[src/rtl/core/qap_pkg.sv]
// constants, types and state codes of the int8 average pooling core
// no dependencies
`default_nettype none
package qap_pkg;
	localparam int LANES = 8;
	localparam int MAX_HEIGHT = 64;
	localparam int MAX_WIDTH = 64;
	localparam int MAX_KERNEL = 16;
	localparam int DEPTH = MAX_HEIGHT * MAX_WIDTH;
	localparam int ADDR_W = $clog2(DEPTH > 1 ? DEPTH : 2);
	localparam int DIM_W = 7;
	localparam int KER_W = 5;
	localparam int CNT_W = 9;
	localparam int ACC_W = 17;
	localparam int PROD_W = 34;
	localparam int MAG_W = 33;
	localparam int FRAC_W = 12;
	localparam int DEN_W = CNT_W + FRAC_W;
	localparam int ITER_W = $clog2(MAG_W + 1);
	localparam int IDX_W = 3;
	localparam int CFG_W = 16;
	localparam int IN_TDATA_W = 80;
	localparam int OUT_TDATA_W = 80;

	typedef enum logic [IDX_W-1:0] {
		REG_IN_HEIGHT = 3'd0,
		REG_IN_WIDTH = 3'd1,
		REG_KERNEL_HEIGHT = 3'd2,
		REG_KERNEL_WIDTH = 3'd3,
		REG_SCALE = 3'd4,
		REG_IN_ZERO = 3'd5,
		REG_OUT_ZERO = 3'd6,
		REG_COUNT_PADDING = 3'd7
	} reg_idx_t;

	typedef enum logic {
		CMD_STORE = 1'b0,
		CMD_POOL = 1'b1
	} cmd_t;

	typedef enum logic [3:0] {
		ST_IDLE,
		ST_SETUP,
		ST_READ,
		ST_DRAIN,
		ST_MUL,
		ST_LOAD,
		ST_DIV,
		ST_RND,
		ST_OUT
	} state_t;

	typedef struct packed {
		logic clr;
		logic acc;
		logic mul;
		logic load;
		logic div;
		logic rnd;
	} lane_ctl_t;
endpackage
`default_nettype wire

[src/rtl/core/qap_merge.sv]
// merging stage: packs the lane results with the divisor into the output register
// depends on qap_pkg
`default_nettype none
module qap_merge import qap_pkg::*; (
	input  wire logic                   clk,
	input  wire logic                   arst_n,
	input  wire logic                   load,
	input  wire logic [LANES-1:0][7:0]  lanes,
	input  wire logic [CNT_W-1:0]       count,
	input  wire logic                   empty,
	input  wire logic                   m_tready,
	output logic                        m_tvalid,
	output logic [OUT_TDATA_W-1:0]      m_tdata,
	output logic                        m_tuser,
	output logic                        free
);
	logic                   valid_q;
	logic [63:0]            lanes_q;
	logic [CNT_W-1:0]       count_q;
	logic                   empty_q;
	logic [63:0]            packed_lanes;

	always_comb begin
		packed_lanes = '0;
		for (int l = 0; l < LANES; l++)
			packed_lanes[8*l +: 8] = empty ? 8'h00 : lanes[l];
	end

	assign free = !valid_q || m_tready;

	always_ff @(posedge clk or negedge arst_n) begin
		if (!arst_n) begin
			valid_q <= 1'b0;
		end else if (free) begin
			valid_q <= load;
		end
	end

	always_ff @(posedge clk) begin
		if (free && load) begin
			lanes_q <= packed_lanes;
			count_q <= empty ? '0 : count;
			empty_q <= empty;
		end
	end

	assign m_tvalid = valid_q;
	assign m_tdata = {{(OUT_TDATA_W-64-CNT_W){1'b0}}, count_q, lanes_q};
	assign m_tuser = empty_q;
endmodule
`default_nettype wire

[config.mk]
export PLATFORM = sky130hd
export DESIGN_NAME = qap_merge
export DESIGN_NICKNAME = d
export VERILOG_FILES = /design/src/rtl/core/qap_pkg.sv /design/src/rtl/core/qap_merge.sv
export SDC_FILE = /design/constraint.sdc
export NUM_CORES = 1
export LEC_CHECK = 0
export BUFFER_PORTS_ARGS = -buffer_cell sky130_fd_sc_hd__buf_2
export CAP_MARGIN = 25
export CORE_MARGIN = 10
export CORE_UTILIZATION = 47
export DETAILED_ROUTE_END_ITERATION = 12
export HOLD_SLACK_MARGIN = 0.05
export PLACE_DENSITY = 0.82
export SETUP_SLACK_MARGIN = 0.02
export SYNTH_ARGS = -nofsm -noshare
export SYNTH_HDL_FRONTEND = slang
export SYNTH_SLANG_ARGS = --single-unit
[constraint.sdc]
create_clock -name clk -period 5.78 [get_ports clk]
set_clock_uncertainty 0.1 [all_clocks]
set_input_delay 1.156 -clock clk [delete_from_list [all_inputs] [get_ports clk]]
set_output_delay 1.156 -clock clk [all_outputs]
set_load 0.01 [all_outputs]
Word-level counts from Yosys, hierarchy flattened
Index checks and enable logic that the tools add are counted.
Widths: inputs -> output; s select.
{"block": "totals", "ff_bits": 75, "elab_cells": 7, "ram_bits": 0, "latch_bits": 0, "mem_count": 0, "mem_bits_ro": 0, "out_inout_bits": 83, "in_bits": 78}
{"block": "classes", "n_lt_le_gt_ge": 0, "mux": 0, "add_sub_neg": 0, "n_mul": 0, "n_div": 0, "eq_ne": 0, "n_shift": 0, "n_reduce_logical": 3, "n_bitwise": 0}
{"cell": "$logic_and 1x1->1", "n": 1}
{"cell": "$logic_not 1->1", "n": 1}
{"cell": "$logic_or 1x1->1", "n": 1}

Logic depth before layout (Yosys ltp)
{"block": "depth", "ltp_word": 3, "ltp_mapped": 3, "ltp_nobuf": 2}

Worst setup path before layout
No wires, ideal clock.
{"block": "synth_timing", "path_kind": "input port to flip-flop", "start": "in m_tready", "end": "reg count_q[0], enable pin", "slack_ps": 2138, "required_ps": 5240, "path_stages": 2, "arrival_time_ps": 3101, "cell_sequence": "nand2b_1 -> and2_1"}
{"block": "synth_via", "elab_chain_len": 2}
{"item": "from (decl)", "line": "qap_merge.sv:11", "source": "input wire logic m_tready,"}
{"item": "$logic_or 1x1->1", "line": "qap_merge.sv:29", "source": "assign free = !valid_q || m_tready;"}
{"item": "$logic_and 1x1->1", "line": "qap_merge.sv:40", "source": "if (free && load) begin"}
{"item": "to (signal assigned)", "line": "qap_merge.sv:42", "source": "count_q <= empty ? '0 : count;"}
{"item": "to (decl)", "line": "qap_merge.sv:19", "source": "logic [CNT_W-1:0] count_q;"}
No other way between the ends.
A chain may end at the register's enable or synchronous reset.

Worst setup path after layout
{"block": "layout_timing", "start": "in m_tready", "end": "out free"}
{"block": "layout_via", "elab_chain_len": 1}
{"item": "$logic_or 1x1->1", "line": "qap_merge.sv:29"}
{"item": "to (decl)", "line": "qap_merge.sv:15", "source": "output logic free"}
No other way between the ends.

==> impl_metrics.tcl <==
set metrics [dict create \
    synth_area_leaders "edfxtp_1 77%, nor2b_1 16%, buf_6 3.1%, buf_4 1.8%, dfrtp_1 0.87%" \
    die_y_um 98.13 \
    required_ps 4520 \
    drive_above_1_share_pct 50.30 \
    placed_area_mm2 0.003618 \
    antenna_found_initial 2 \
    dr.pass1.iters 4 \
    power.density_mw_per_mm2 285.8 \
    seqPwrFrac_pct 59.6 \
    core.rowCount 28 \
    peakVddDrop_mv 0.1649 \
    rsz0062_at_grt "no" \
    final_area_mm2 0.003772 \
    yosysTopAreaCell "edfxtp_1" \
    maxCapViolations 0 \
    nFillCells 488 \
    postCtsSetupRepairBufs 0 \
    routedWlPerCell_um 16.89 \
    ys_ff_latch 75 \
    syn-cell-area_mm2 0.002869 \
    max_freq_ghz 0.3550 \
    syn_area_per_cell_um2 17.18 \
    yosys.cell_count.top_type "edfxtp_1" \
    slew_headroom_pct 37.54 \
    hold_viol_final 0 \
    hold_depth 2 \
    clock_path_buffers 2 \
    p_clk_share_pct 29.7 \
    cts_tree "built" \
    gp_congestion 0.7196 \
    grt_max_degree 75 \
    reg2regPathDepth 2 \
    clkSlewWorstSetupHoldPaths_ps 70 \
    wl_um 6822 \
    nets 401 \
    die_x_um 98.13 \
    p_leak_uw 0.001628 \
    ys_top_cells_by_count "74 x edfxtp_1, 73 x nor2b_1, 8 x buf_6, 7 x buf_4, 2 x nand2b_1" \
    via_per_inst 4.446 \
    hold_path.class "reg2reg" \
    insertion_delay_ps 320 \
    die_area_mm2 0.009630 \
    antenna_left 0 \
    cts-root-buf "clkbuf_8" \
    numCtsBuffers 9 \
    grt_pass1_wl_um 10230 \
    globalRouteTotalUtil_pct 13.60 \
    setup_ws_ps 2963 \
    grt-ovfl-total 0 \
    tightest_slew_ps 937.0 \
    crit_arrival_ps 1560 \
    min_period_ps 2817 \
    cts_hold_buffers 0 \
    core_mm2 0.005921 \
    power.switching_uw 241.1 \
    async_flop_share_pct 1.333 \
    grt_pass1_vias 1915 \
    finalMaxSlewViolations 0 \
    vias 1796 \
    seq_area_frac_synth_pct 78.33 \
    dp_slack_ps 2965 \
    internal-power_uw 837.2 \
    p_comb_share_pct 10.7 \
    post-route-period-util_pct 48.74 \
    worstSetupPathType "in2out" \
    fin_setup_tns_ps 0 \
    start_util_pct 48.46 \
    synthFlopType "edfxtp_1" \
    synth_top_area_share_pct 77.45 \
    crit_path_end_kind "output pin" \
    ys_types 8 \
    ioPinCount 161 \
    drt-initial-drc-count 84 \
    clkSinkCount 75 \
    critPathMaxFanout 3 \
    post_cts_resize_count 0 \
    portBuffers 153 \
    synth_edf_count 74 \
    status "completed" \
    area_delta_synth_final_pct 31.49 \
    synthCells 167 \
    sw_frac_of_total_pct 22.36 \
    finalSetupViolations 0 \
    yosysWarnings 0 \
    h-tree-depth 3 \
    drcViolationCount 0 \
    start_kind "primary input" \
]
power by group through the flow:
stage	Combinational [µW]	Sequential [µW]	Clock (µW)
4_1_cts	118	643	332
6_report	115	643	320
3_3_place_gp	114	653	0
3_5_place_dp	118	655	0
2_1_floorplan	44.2	674	0
5_1_grt	127	645	360
cell families (layout without fill, tap and decap cells):
family | count (synthesis) | in the layout | share of synthesized area [%]
buf+inv | 15 | 170 | 4.972
flops | 75 | 75 | 78.33
other cells | 1 | 8 | 0.1307
simple gates | 76 | 76 | 16.57
cells in the final DEF, fill, tap and decap left out, drive strengths merged:
master	count
conb	7
clkbuf	11
dfrtp	1
diode	1
buf	154
edfxtp	74
nand2b	2
nor2b	73
clkinv	5
and2	1
registers in the layout, indices dropped and copies added, names as in the netlist:
register	count
count_q	9
lanes_q	64
m_tuser	1
m_tvalid	1
stage by stage:
step	util, %	std cells	power [µW]	hold WS (ps)
floorplan	-	173	718.6	522.1
global placement	61.12	387	767.4	404.7
detailed placement	61.12	387	773.4	429.4
CTS	63.67	403	1094	445.3
global route	63.72	404	1132	459.5
finish	63.72	404	1078	445.7
layout make-up:
cell class                      count  area [µm²]  area share (%)
Tap cell                           75       93.84           2.488
Clock buffer                       11       131.4           3.483
Clock inverter                      5       20.02          0.5307
Timing Repair Buffer              154       773.2           20.50
Sequential cell                    75        2247           59.57
Multi-Input combinational cell     83       504.2           13.37
Antenna cell                        1       2.502         0.06633
per-layer routing:
metal / vias up / global-route usage, % / part of all wire [%]
li1: 869 / - / -
met1: 818 / 13.25 / 36
met2: 96 / 23.81 / 52
met3: 11 / 7.188 / 11
met4: 2 / 5.292 / 1.2
met5: - / 0 / 0.13
path summary, 6_finish.rpt:
kind                                             end  slack, ps                 start
setup / recovery                                free       2960              m_tready
hold reg to reg                 m_tvalid$_DFFE_PN0P_        450  m_tvalid$_DFFE_PN0P_
setup reg to reg           lanes_q[11]$_SDFFCE_PP0P_       4000  m_tvalid$_DFFE_PN0P_
hold / removal                  m_tvalid$_DFFE_PN0P_        450  m_tvalid$_DFFE_PN0P_
min in group asynchronous       m_tvalid$_DFFE_PN0P_        490                arst_n
max in group asynchronous       m_tvalid$_DFFE_PN0P_       5010                arst_n
critical path, cell delays in order:
cell,delay (ps)
buf_2,90
nand2b_1,160
buf_2,150
Note: power is estimated with default switching activity, not from simulation.
