**config.mk**
```make
export PLATFORM = sky130hd
export DESIGN_NAME = qap_lane
export DESIGN_NICKNAME = d
export VERILOG_FILES = /design/src/rtl/core/qap_pkg.sv /design/src/rtl/core/qap_lane.sv
export SDC_FILE = /design/constraint.sdc
export NUM_CORES = 1
export LEC_CHECK = 0
export ABC_AREA = 1
export BUFFER_PORTS_ARGS = -buffer_cell sky130_fd_sc_hd__clkbuf_2
export CORE_AREA = 2 2 288 233
export CTS_BUF_LIST = sky130_fd_sc_hd__clkbuf_4 sky130_fd_sc_hd__clkbuf_8
export CTS_CLUSTER_SIZE = 20
export DETAILED_ROUTE_END_ITERATION = 16
export DIE_AREA = 0 0 290 235
export HOLD_SLACK_MARGIN = 0.08
export PLACE_DENSITY = 0.58
export SLEW_MARGIN = 20
export SYNTH_ARGS = -nofsm -noshare
export SYNTH_HDL_FRONTEND = slang
export SYNTH_SLANG_ARGS = --single-unit
```
**constraint.sdc**
```tcl
create_clock -name clk -period 10.45 [get_ports clk]
set_input_delay 2.09 -clock clk [delete_from_list [all_inputs] [get_ports clk]]
set_output_delay 2.09 -clock clk [all_outputs]
set_load 0.01 [all_outputs]
```
**src/rtl/core/qap_pkg.sv**
```systemverilog
// constants, types and state codes of the int8 average pooling core
// no dependencies
`default_nettype none
package qap_pkg;
	localparam int LANES = 8;
	localparam int MAX_HEIGHT = 64;
	localparam int MAX_WIDTH = 64;
	localparam int MAX_KERNEL = 16;
	localparam int DEPTH = MAX_HEIGHT * MAX_WIDTH;
	localparam int ADDR_W = $clog2(DEPTH > 1 ? DEPTH : 2);
	localparam int DIM_W = 7;
	localparam int KER_W = 5;
	localparam int CNT_W = 9;
	localparam int ACC_W = 17;
	localparam int PROD_W = 34;
	localparam int MAG_W = 33;
	localparam int FRAC_W = 12;
	localparam int DEN_W = CNT_W + FRAC_W;
	localparam int ITER_W = $clog2(MAG_W + 1);
	localparam int IDX_W = 3;
	localparam int CFG_W = 16;
	localparam int IN_TDATA_W = 80;
	localparam int OUT_TDATA_W = 80;

	typedef enum logic [IDX_W-1:0] {
		REG_IN_HEIGHT = 3'd0,
		REG_IN_WIDTH = 3'd1,
		REG_KERNEL_HEIGHT = 3'd2,
		REG_KERNEL_WIDTH = 3'd3,
		REG_SCALE = 3'd4,
		REG_IN_ZERO = 3'd5,
		REG_OUT_ZERO = 3'd6,
		REG_COUNT_PADDING = 3'd7
	} reg_idx_t;

	typedef enum logic {
		CMD_STORE = 1'b0,
		CMD_POOL = 1'b1
	} cmd_t;

	typedef enum logic [3:0] {
		ST_IDLE,
		ST_SETUP,
		ST_READ,
		ST_DRAIN,
		ST_MUL,
		ST_LOAD,
		ST_DIV,
		ST_RND,
		ST_OUT
	} state_t;

	typedef struct packed {
		logic clr;
		logic acc;
		logic mul;
		logic load;
		logic div;
		logic rnd;
	} lane_ctl_t;
endpackage
`default_nettype wire

```
**src/rtl/core/qap_lane.sv**
```systemverilog
// one channel lane: window sum, zero point and scale, rounding divide, saturation
// depends on qap_pkg
`default_nettype none
module qap_lane import qap_pkg::*; (
	input  wire logic                    clk,
	input  wire lane_ctl_t               ctl,
	input  wire logic signed [7:0]       din,
	input  wire logic signed [ACC_W-1:0] zc,
	input  wire logic [15:0]             scale,
	input  wire logic [DEN_W-1:0]        den,
	input  wire logic signed [7:0]       z2,
	output logic [7:0]                   res
);
	logic signed [ACC_W-1:0]  acc_q;
	logic signed [PROD_W-1:0] prod_q;
	logic                     neg_q;
	logic [MAG_W-1:0]         mag_q;
	logic [DEN_W-1:0]         rem_q;
	logic [7:0]               res_q;

	logic signed [ACC_W:0]    diff;
	logic [DEN_W:0]           rem_sh;
	logic                     qbit;
	logic [DEN_W:0]           rem_nx;
	logic [DEN_W:0]           rem2;
	logic                     up;
	logic [MAG_W:0]           qr;
	logic signed [MAG_W+1:0]  sv;
	logic signed [MAG_W+1:0]  v;
	logic [7:0]               sat;

	always_comb begin
		diff = {acc_q[ACC_W-1], acc_q} - {zc[ACC_W-1], zc};
		rem_sh = {rem_q, mag_q[MAG_W-1]};
		qbit = rem_sh >= {1'b0, den};
		rem_nx = qbit ? rem_sh - {1'b0, den} : rem_sh;
		rem2 = {rem_q, 1'b0};
		up = (rem2 > {1'b0, den}) || ((rem2 == {1'b0, den}) && mag_q[0]);
		qr = {1'b0, mag_q} + {{MAG_W{1'b0}}, up};
		sv = neg_q ? -$signed({1'b0, qr}) : $signed({1'b0, qr});
		v = sv + {{(MAG_W-6){z2[7]}}, z2};
		if (v > 127)
			sat = 8'h7f;
		else if (v < -128)
			sat = 8'h80;
		else
			sat = v[7:0];
	end

	always_ff @(posedge clk) begin
		if (ctl.clr)
			acc_q <= '0;
		else if (ctl.acc)
			acc_q <= acc_q + {{(ACC_W-8){din[7]}}, din};
		if (ctl.mul)
			prod_q <= PROD_W'(diff * $signed({2'b0, scale}));
		if (ctl.load) begin
			neg_q <= prod_q[PROD_W-1];
			mag_q <= prod_q[PROD_W-1] ? MAG_W'(-prod_q) : MAG_W'(prod_q);
			rem_q <= '0;
		end else if (ctl.div) begin
			mag_q <= {mag_q[MAG_W-2:0], qbit};
			rem_q <= rem_nx[DEN_W-1:0];
		end
		if (ctl.rnd)
			res_q <= sat;
	end

	assign res = res_q;
endmodule
`default_nettype wire

```
Word level (Yosys, flattened, before mapping)
Cells that the tools add are included.

Shift-type cells: 0. $add $sub $neg: 7. Eq/ne operators: 1. Order comparisons: 4. Multiplexer cells: 6. Multipliers: 1. Divide/modulo/power cells: 0. Bitwise operators: 0. Reduce and logical (&&, ||, !) cells: 3.

Operators by type and width (number): 33-bit 2-to-1 mux (3); 35-bit adder (1); 35-bit by 8-bit > comparator with 1-bit output (second input constant) (1); 35-bit by 8-bit less-than comparator with 1-bit output (second input constant) (1); 35-bit 2-to-1 mux (1); 34-bit negation with 35-bit output (1); 33-bit by 1-bit adder with 34-bit output (1); 18-bit by 17-bit multiplier with 34-bit output (1); 33-bit negation (1); 22-bit by 21-bit equality test with 1-bit output (1); 22-bit by 21-bit >= comparator with 1-bit output (1); 22-bit by 21-bit > comparator with 1-bit output (1); 21-bit 2-to-1 mux (1); 21-bit subtractor (1); 17-bit by 17-bit subtractor with 18-bit output (1); 17-bit adder (1); 8-bit 2-to-1 mux (1); 2-bit nonzero test (1); 1-bit logical AND (1); 1-bit logical OR (1).

RAM bits: 0. Bits in latches: 0. Input port bits: 77. Logic and storage cells: 28. Memory bits (read-only): 0. Memories kept: 0. Flip-flop bits (word level): 114. Output and inout port bits: 8.

Logic depth before layout (Yosys ltp)
Gate-level depths: netlist of the first run.

Word-level depth: 9. Depth in mapped cells: 46. Gate-level depth less buffers: 46.

Worst setup path before layout of the first run
No wires, ideal clock.

Path kind: input to register. Start: in zc[2]. End: reg prod_q[32], data pin. Arrival time: 8.688 ns. Stages on the path: 40. Path buffers: 1. Setup slack: 1.500 ns. Data required time: 10.188 ns. Setup time: 0.262 ns. Path through: inv_1 -> ha_1 -> nand2_1 -> nor2_1 -> a211oi_1 -> o21ai_2 -> inv_1 -> o21a_1 -> o21ai_1 -> a21boi_0 -> o21ai_0 -> nand2_1 -> nand2_1 -> inv_1 -> buf_2 -> nand2_1 -> fa_1 -> inv_1 -> [... 4 more ...] -> fa_1 -> inv_1 -> fa_1 -> inv_1 -> fa_1 -> ha_1 -> a21oi_1 -> o21ai_0 -> o21bai_1 -> a21oi_1 -> o21ai_0 -> nand2_1 -> nand2_1 -> nand2_1 -> nand2_1 -> nand2_1 -> a21oi_1 -> xor2_1.

Longest elaborated chain between the ends: 2.

Ends and longest elaborated chain: start: declaration (RTL line qap_lane.sv:8) `input wire logic signed [ACC_W-1:0] zc,`; 17-bit by 17-bit subtractor with 18-bit output (RTL line qap_lane.sv:33) `diff = {acc_q[ACC_W-1], acc_q} - {zc[ACC_W-1], zc};`; 18-bit by 17-bit multiplier with 34-bit output (RTL line qap_lane.sv:56) `prod_q <= PROD_W'(diff * $signed({2'b0, scale}));`; end signal: assignment (RTL line qap_lane.sv:56); end: declaration (RTL line qap_lane.sv:15) `logic signed [PROD_W-1:0] prod_q;`.

Every way passes these cells. A chain may end at the register's enable or synchronous reset.

Worst setup path in the final report of the first run
Same ends and word-level chain as after synthesis.

==> results of run 1 <==
==> state kept, by name, summed over array words and instances (netlist names) <==
register and count:
prod_q 34, mag_q 33, rem_q 21, acc_q 17, res 8, neg_q 1
==> tightest hold or removal path, delay by kind of cell, from the launching register on <==
kind,cells,cell delay [ns]
simple gates,2,0.11
flops,1,0.33
==> logic make-up (layout without fill, tap and decap cells) <==
logic type / after synthesis / in the layout / synth area share [%]
and+or+nand+nor: 1261 / 1261 / 23.6
buffers and inverters: 722 / 797 / 12.0
adders and majority gates: 471 / 471 / 35.7
AOI/OAI and AO/OA: 367 / 367 / 9.07
xor gates and xnor gates: 162 / 162 / 6.26
DFF: 114 / 114 / 13.4
other: 0 / 1 / 0
==> worst max path at each step <==
| stage | slack, ns | endpoint | from |
|---|---|---|---|
| 2_1_floorplan | 1.50 | prod_q[32]$_DFFE_PP_ | zc[2] |
| 3_3_place_gp | 0.73 | prod_q[32]$_DFFE_PP_ | zc[2] |
| 3_5_place_dp | 0.62 | prod_q[32]$_DFFE_PP_ | zc[2] |
| 4_1_cts | 1.17 | prod_q[32]$_DFFE_PP_ | zc[2] |
| 5_1_grt | 0.50 | prod_q[32]$_DFFE_PP_ | zc[0] |
| 6_report | 1.09 | prod_q[32]$_DFFE_PP_ | zc[2] |
==> area by class of cell <==
class	instances	area [sq um]	share of cell area (%)
Multi-Input combinational cell	2261	16900	69.0
Timing Repair Buffer	104	571	2.33
Antenna cell	1	2.50	0.0102
Clock buffer	17	234	0.956
Sequential cell	114	3040	12.4
Clock inverter	15	174	0.710
Inverter	661	2480	10.1
Tap cell	860	1080	4.39
==> Yosys cell counts, drive strengths merged (12+ instances only) <==
master  number
dfxtp       38
edfxtp      76
nand3      119
or2         15
nor2       334
xnor2       63
clkbuf      51
nand2      690
nand4       37
a21oi      139
fa         292
o21ai      151
inv        654
xor2        99
o21bai      12
ha         179
nor3        45
==> routing by layer <==
layer | track usage [%] | routed length, um | vias up | part of all wire, %
met5 | 0 | 8 | - | 0.014
met4 | 3.87 | 833 | 2 | 1.4
met3 | 3.31 | 3820 | 53 | 6.6
met2 | 26.7 | 23900 | 448 | 41
met1 | 26.6 | 29300 | 9046 | 51
li1 | - | - | 9729 | -
==> metrics by stage <==
stage / cell area (sq um) / setup WS [ns] / util [%] / hold WS (ns) / std cells
3_3_place_gp: 24100 / 0.728 / 36.9 / 0.464 / 4000
3_5_place_dp: 24100 / 0.623 / 36.9 / 0.470 / 4000
5_1_grt: 24500 / 0.501 / 37.5 / 0.504 / 4033
2_1_floorplan: 22700 / 1.50 / - / 0.444 / 3097
6_report: 24500 / 1.09 / 37.5 / 0.478 / 4033
4_1_cts: 24500 / 1.17 / 37.5 / 0.481 / 4032
==> layout by cell type, fill, tap and decap left out, types with 10 or more instances in the layout <==
cell,instances
nand2_2,12
dfxtp_1,38
clkbuf_8,17
clkbuf_2,84
inv_1,645
o21bai_1,12
nand4_1,36
ha_1,179
nand2_1,677
xor2_1,99
a21oi_1,139
o21ai_0,142
xnor2_1,63
or2_2,10
edfxtp_1,76
nor3_1,39
nor2_2,19
o211ai_1,10
nand3_1,112
buf_4,20
fa_1,292
nand3b_1,10
nor2_1,311
==> qor.yml, run 1 <==
status: "completed"
hold_depth: 2
fmax_ghz: 0.107
die_w_um: 290
ios: 85
critPathMostFrequentCell: "nand2_1"
die_y_um: 235
place_congestion: 0.901
slew_violations: 0
ys.flop_type: "edfxtp_1"
dp_hpwl_mm: 49.4
grt_max_degree: 62
fin_tns_setup_ns: 0
avgViaCountPerCell: 4.78
antenna_found_initial: 2
row_count: 84
crit-reg2reg-launch: "acc_q[2]$_SDFFE_PP0P_"
dieArea_sq_um: 68200
hold_end: "rem_q[17]$_SDFFE_PP0P_"
rsz0062_at_grt: "false"
insertion_delay_ns: 0.53
grt_pass1_vias: 19300
synthDistinctLibCells: 59
synth.avg_cell_area_sq_um: 7.32
critPathKind: "in2reg"
crit_family: "adder cells"
synth_top_area_share_pct: 25.8
slowest_stage: "fa_1"
holdCritStartpoint: "rem_q[17]$_SDFFE_PP0P_"
arrival_ns: 9.62
cts_sinks: 114
critPathBufInv: 9
min_period_ns: 9.36
syn_nets: 3645
initial_core_util_pct: 34.7
synth-seq-cells: 114
postSynth.asyncResetShare_pct: 0
ys_seq_area_share_pct: 13.4
cts_root_buf: "clkbuf_8"
first_pass_iters: 5
wirelength_mm: 57.9
fillers: 6949
num_vias: 19300
critPathLaunchType: "input port"
critPathMaxFanout: 6
syn_to_final_growth_pct: 7.98
synth_edf_count: 76
cts_buffers: 17
worstMarginPinSlew_ns: 0.982
cts-resized-gates: 0
drive_gt1_share_pct: 6.78
synth_largest_area_cell: "fa_1"
grt_util_all_layers_pct: 17.9
cts_hold_buf: 0
drt_iter0_markers: 1326
clkTransAtPathRegs_ns: 0.08
cts_tree: "yes"
clock_skew_ns: 0.0219
r2r_cells: 38
hold_class: "reg2reg"
core_sq_um: 65300
yosysWarnings: 0
end_kind: "flop"
syn_area_sq_um: 22700
hold_violations: 0
reg2reg_slack_ns: 2.40
relSlewSlack_pct: 33.9
critical-path-max-stage-delay_ns: 0.52
antenna_left: 0
cap_violations: 0
worstReg2RegEnd: "prod_q[32]$_DFFE_PP_"
post-cts-setup-buffers: 0
grt_pass1_wl_mm: 98.8
clockBufferDepth: 2
nets: 3707
synth.area.top_cells: "fa_1 (26%), nand2_1 (11%), inv_1 (11%)"
drcViolationCount: 0
io_buffers: 84
setup_viol: 0
critical_path_cell_count: 40
synthCells: 3097
crit_required_ns: 10.71
wire_per_inst_um: 14.4
grt-ovfl-total: 0
finalCritPeriodShare_pct: 89.6
htreeDepth: 4
Power of run 1 is left out: the tool's default activity adds up to more than one toggle a clock period on the data nets, which glitch-free logic cannot reach.
==> inputs of run 2 (changes only) <==
--- a/config.mk
+++ b/config.mk
@@ -7,13 +7,12 @@
 export LEC_CHECK = 0
 export ABC_AREA = 1
 export BUFFER_PORTS_ARGS = -buffer_cell sky130_fd_sc_hd__clkbuf_2
-export CORE_AREA = 2 2 288 233
-export CTS_BUF_LIST = sky130_fd_sc_hd__clkbuf_4 sky130_fd_sc_hd__clkbuf_8
+export CORE_AREA = 2 2 280 227
 export CTS_CLUSTER_SIZE = 20
 export DETAILED_ROUTE_END_ITERATION = 16
-export DIE_AREA = 0 0 290 235
+export DIE_AREA = 0 0 282 229
 export HOLD_SLACK_MARGIN = 0.08
-export PLACE_DENSITY = 0.58
+export PLACE_DENSITY = 0.6
 export SLEW_MARGIN = 20
 export SYNTH_ARGS = -nofsm -noshare
 export SYNTH_HDL_FRONTEND = slang
==> qor.yml, run 2 (synthesized netlist as in run 1, its figures left out) <==
finalCritPeriodShare_pct: 90.1  # was 89.6%
grt_max_degree: 58  # was 62
htreeDepth: 4  # unchanged
drt-met1-wl_mm: 29.1  # was 29.3 mm
io_buffers: 84  # unchanged
min_period_ns: 9.41  # was 9.36 ns
initial_core_util_pct: 36.7  # was 34.7%
drcViolationCount: 0  # unchanged
grt-ovfl-total: 0  # unchanged
clkTransAtPathRegs_ns: 0.06  # was 0.08 ns
setup_viol: 0  # unchanged
die_y_um: 229  # was 235 um
fillers: 6556  # was 6949
crit_family: "adder cells"  # unchanged
critPathMostFrequentCell: "nand2_1"  # unchanged
end_kind: "flop"  # unchanged
wirelength_mm: 57.6  # was 57.9 mm
fin_tns_setup_ns: 0  # unchanged
cts_buffers: 17  # unchanged
arrival_ns: 9.63  # was 9.62 ns
dpl.cell_count: 3981  # was 4000
critPathKind: "in2reg"  # unchanged
finish.utilization_pct: 39.9  # was 37.5%
grt_util_all_layers_pct: 19.1  # was 17.9%
drive_gt1_share_pct: 6.81  # was 6.78%
row_count: 82  # was 84
slowest_stage: "fa_1"  # unchanged
nets: 3708  # was 3707
wl_met2_mm: 24.3  # was 23.9 mm
status: "completed"  # unchanged
first_pass_iters: 6  # was 5
antenna_found_initial: 0  # was 2
slew_violations: 0  # unchanged
num_antenna_cells: 0  # was 1
cap_violations: 0  # unchanged
critPathLaunchType: "input port"  # unchanged
cts_root_buf: "clkbuf_16"  # was clkbuf_8
avgViaCountPerCell: 4.84  # was 4.78
syn_to_final_growth_pct: 8.74  # was 7.98%
die_w_um: 282  # was 290 um
largest_reg_flops: 34  # unchanged
top_layer: "met4"  # was met5
dieArea_sq_um: 64600  # was 68200 sq um
layout_common_cells: "nand2_1 (677), inv_1 (645), nor2_1 (311)"  # unchanged
cts_sinks: 114  # unchanged
clock_skew_ns: 0.0258  # was 0.0219 ns
cts-resized-gates: 0  # unchanged
ios: 85  # unchanged
relSlewSlack_pct: 39.4  # was 33.9%
regMostFlops: "prod_q"  # unchanged
finalNonFillerCells: 4013  # was 4033
crit_required_ns: 10.66  # was 10.71 ns
grt_pass1_wl_mm: 99.5  # was 98.8 mm
fmax_ghz: 0.106  # was 0.107 GHz
hold_class: "reg2reg"  # unchanged
num_vias: 19400  # was 19300
hold_violations: 0  # unchanged
place_congestion: 0.919  # was 0.901
core_sq_um: 61900  # was 65300 sq um
antenna_left: 0  # unchanged
cts_tree: "yes"  # unchanged
critical-path-max-stage-delay_ns: 0.53  # was 0.52 ns
wl_met3_mm: 3.43  # was 3.82 mm
critPathMaxFanout: 6  # unchanged
insertion_delay_ns: 0.48  # was 0.53 ns
worstMarginPinSlew_ns: 0.909  # was 0.982 ns
drt_iter0_markers: 1287  # was 1326
post-cts-setup-buffers: 0  # unchanged
grt_pass1_vias: 19600  # was 19300
dp_hpwl_mm: 49.0  # was 49.4 mm
reg_top3: "prod_q: 34 flops, mag_q: 33 flops, rem_q: 21 flops"  # unchanged
rsz0062_at_grt: "false"  # unchanged
final_common_cell: "nand2_1"  # unchanged
wire_per_inst_um: 14.3  # was 14.4 um
clockBufferDepth: 2  # unchanged
cts_hold_buf: 0  # unchanged
critPathBufInv: 9  # unchanged
run 2: cell count changes in the layout (fill, tap and decap cells not counted), sizes merged:
| cell | delta |
|---|---|
| buf | +1 |
| clkinvlp | +3 |
| diode | -1 |
| clkinv | -3 |
run 2: final cells by class:
class,count,area [sq um],area share [%]
well taps,840,1050,4.26
clock buffers,17,425,1.73
multi-input cells,2261,16900,68.6
inverters,661,2480,10.1
flip-flops and latches,114,3040,12.3
repair buffers,105,578,2.34
clock inverters,15,174,0.705
run 2: final timing paths:
kind	startpoint	end	slack (ns)	depth (start not counted)
worst max-delay path	zc[2]	prod_q[32]$_DFFE_PP_	1.04	40
worst min-delay path	rem_q[17]$_SDFFE_PP0P_	rem_q[17]$_SDFFE_PP0P_	0.47	2
worst max register to register	acc_q[2]$_SDFFE_PP0P_	prod_q[32]$_DFFE_PP_	2.42	38
worst min register to register	rem_q[17]$_SDFFE_PP0P_	rem_q[17]$_SDFFE_PP0P_	0.47	2
run 2: per-layer routing:
| metal | track usage, % | vias to the layer above |
|---|---|---|
| li1 | - | 9731 |
| met1 | 28.8 | 9183 |
| met2 | 28.8 | 439 |
| met3 | 2.88 | 53 |
| met4 | 4.16 | 0 |
| met5 | 0 | - |
run 2: worst register-to-register path: cells and delay by family, from the launching register on:
kind	cells	cell delay, ns
buffers and inverters	7	0.64
XOR/XNOR	1	0.14
adder cells (fa/ha/maj)	8	3.66
flip-flops	1	0.34
AO/OA/AOI/OAI	12	2.02
AND/OR/NAND/NOR	10	0.97
run 2: through the flow:
stage | worst slack (ns) | hold slack [ns] | cell area [sq um]
after global placement | 0.739 | 0.465 | 24100
after CTS | 1.12 | 0.478 | 24700
after detailed placement | 0.647 | 0.462 | 24100
after floorplan | 1.50 | 0.444 | 22700
final | 1.04 | 0.473 | 24700
after global routing | 0.379 | 0.508 | 24700
Power of run 2 is left out for the same reason.
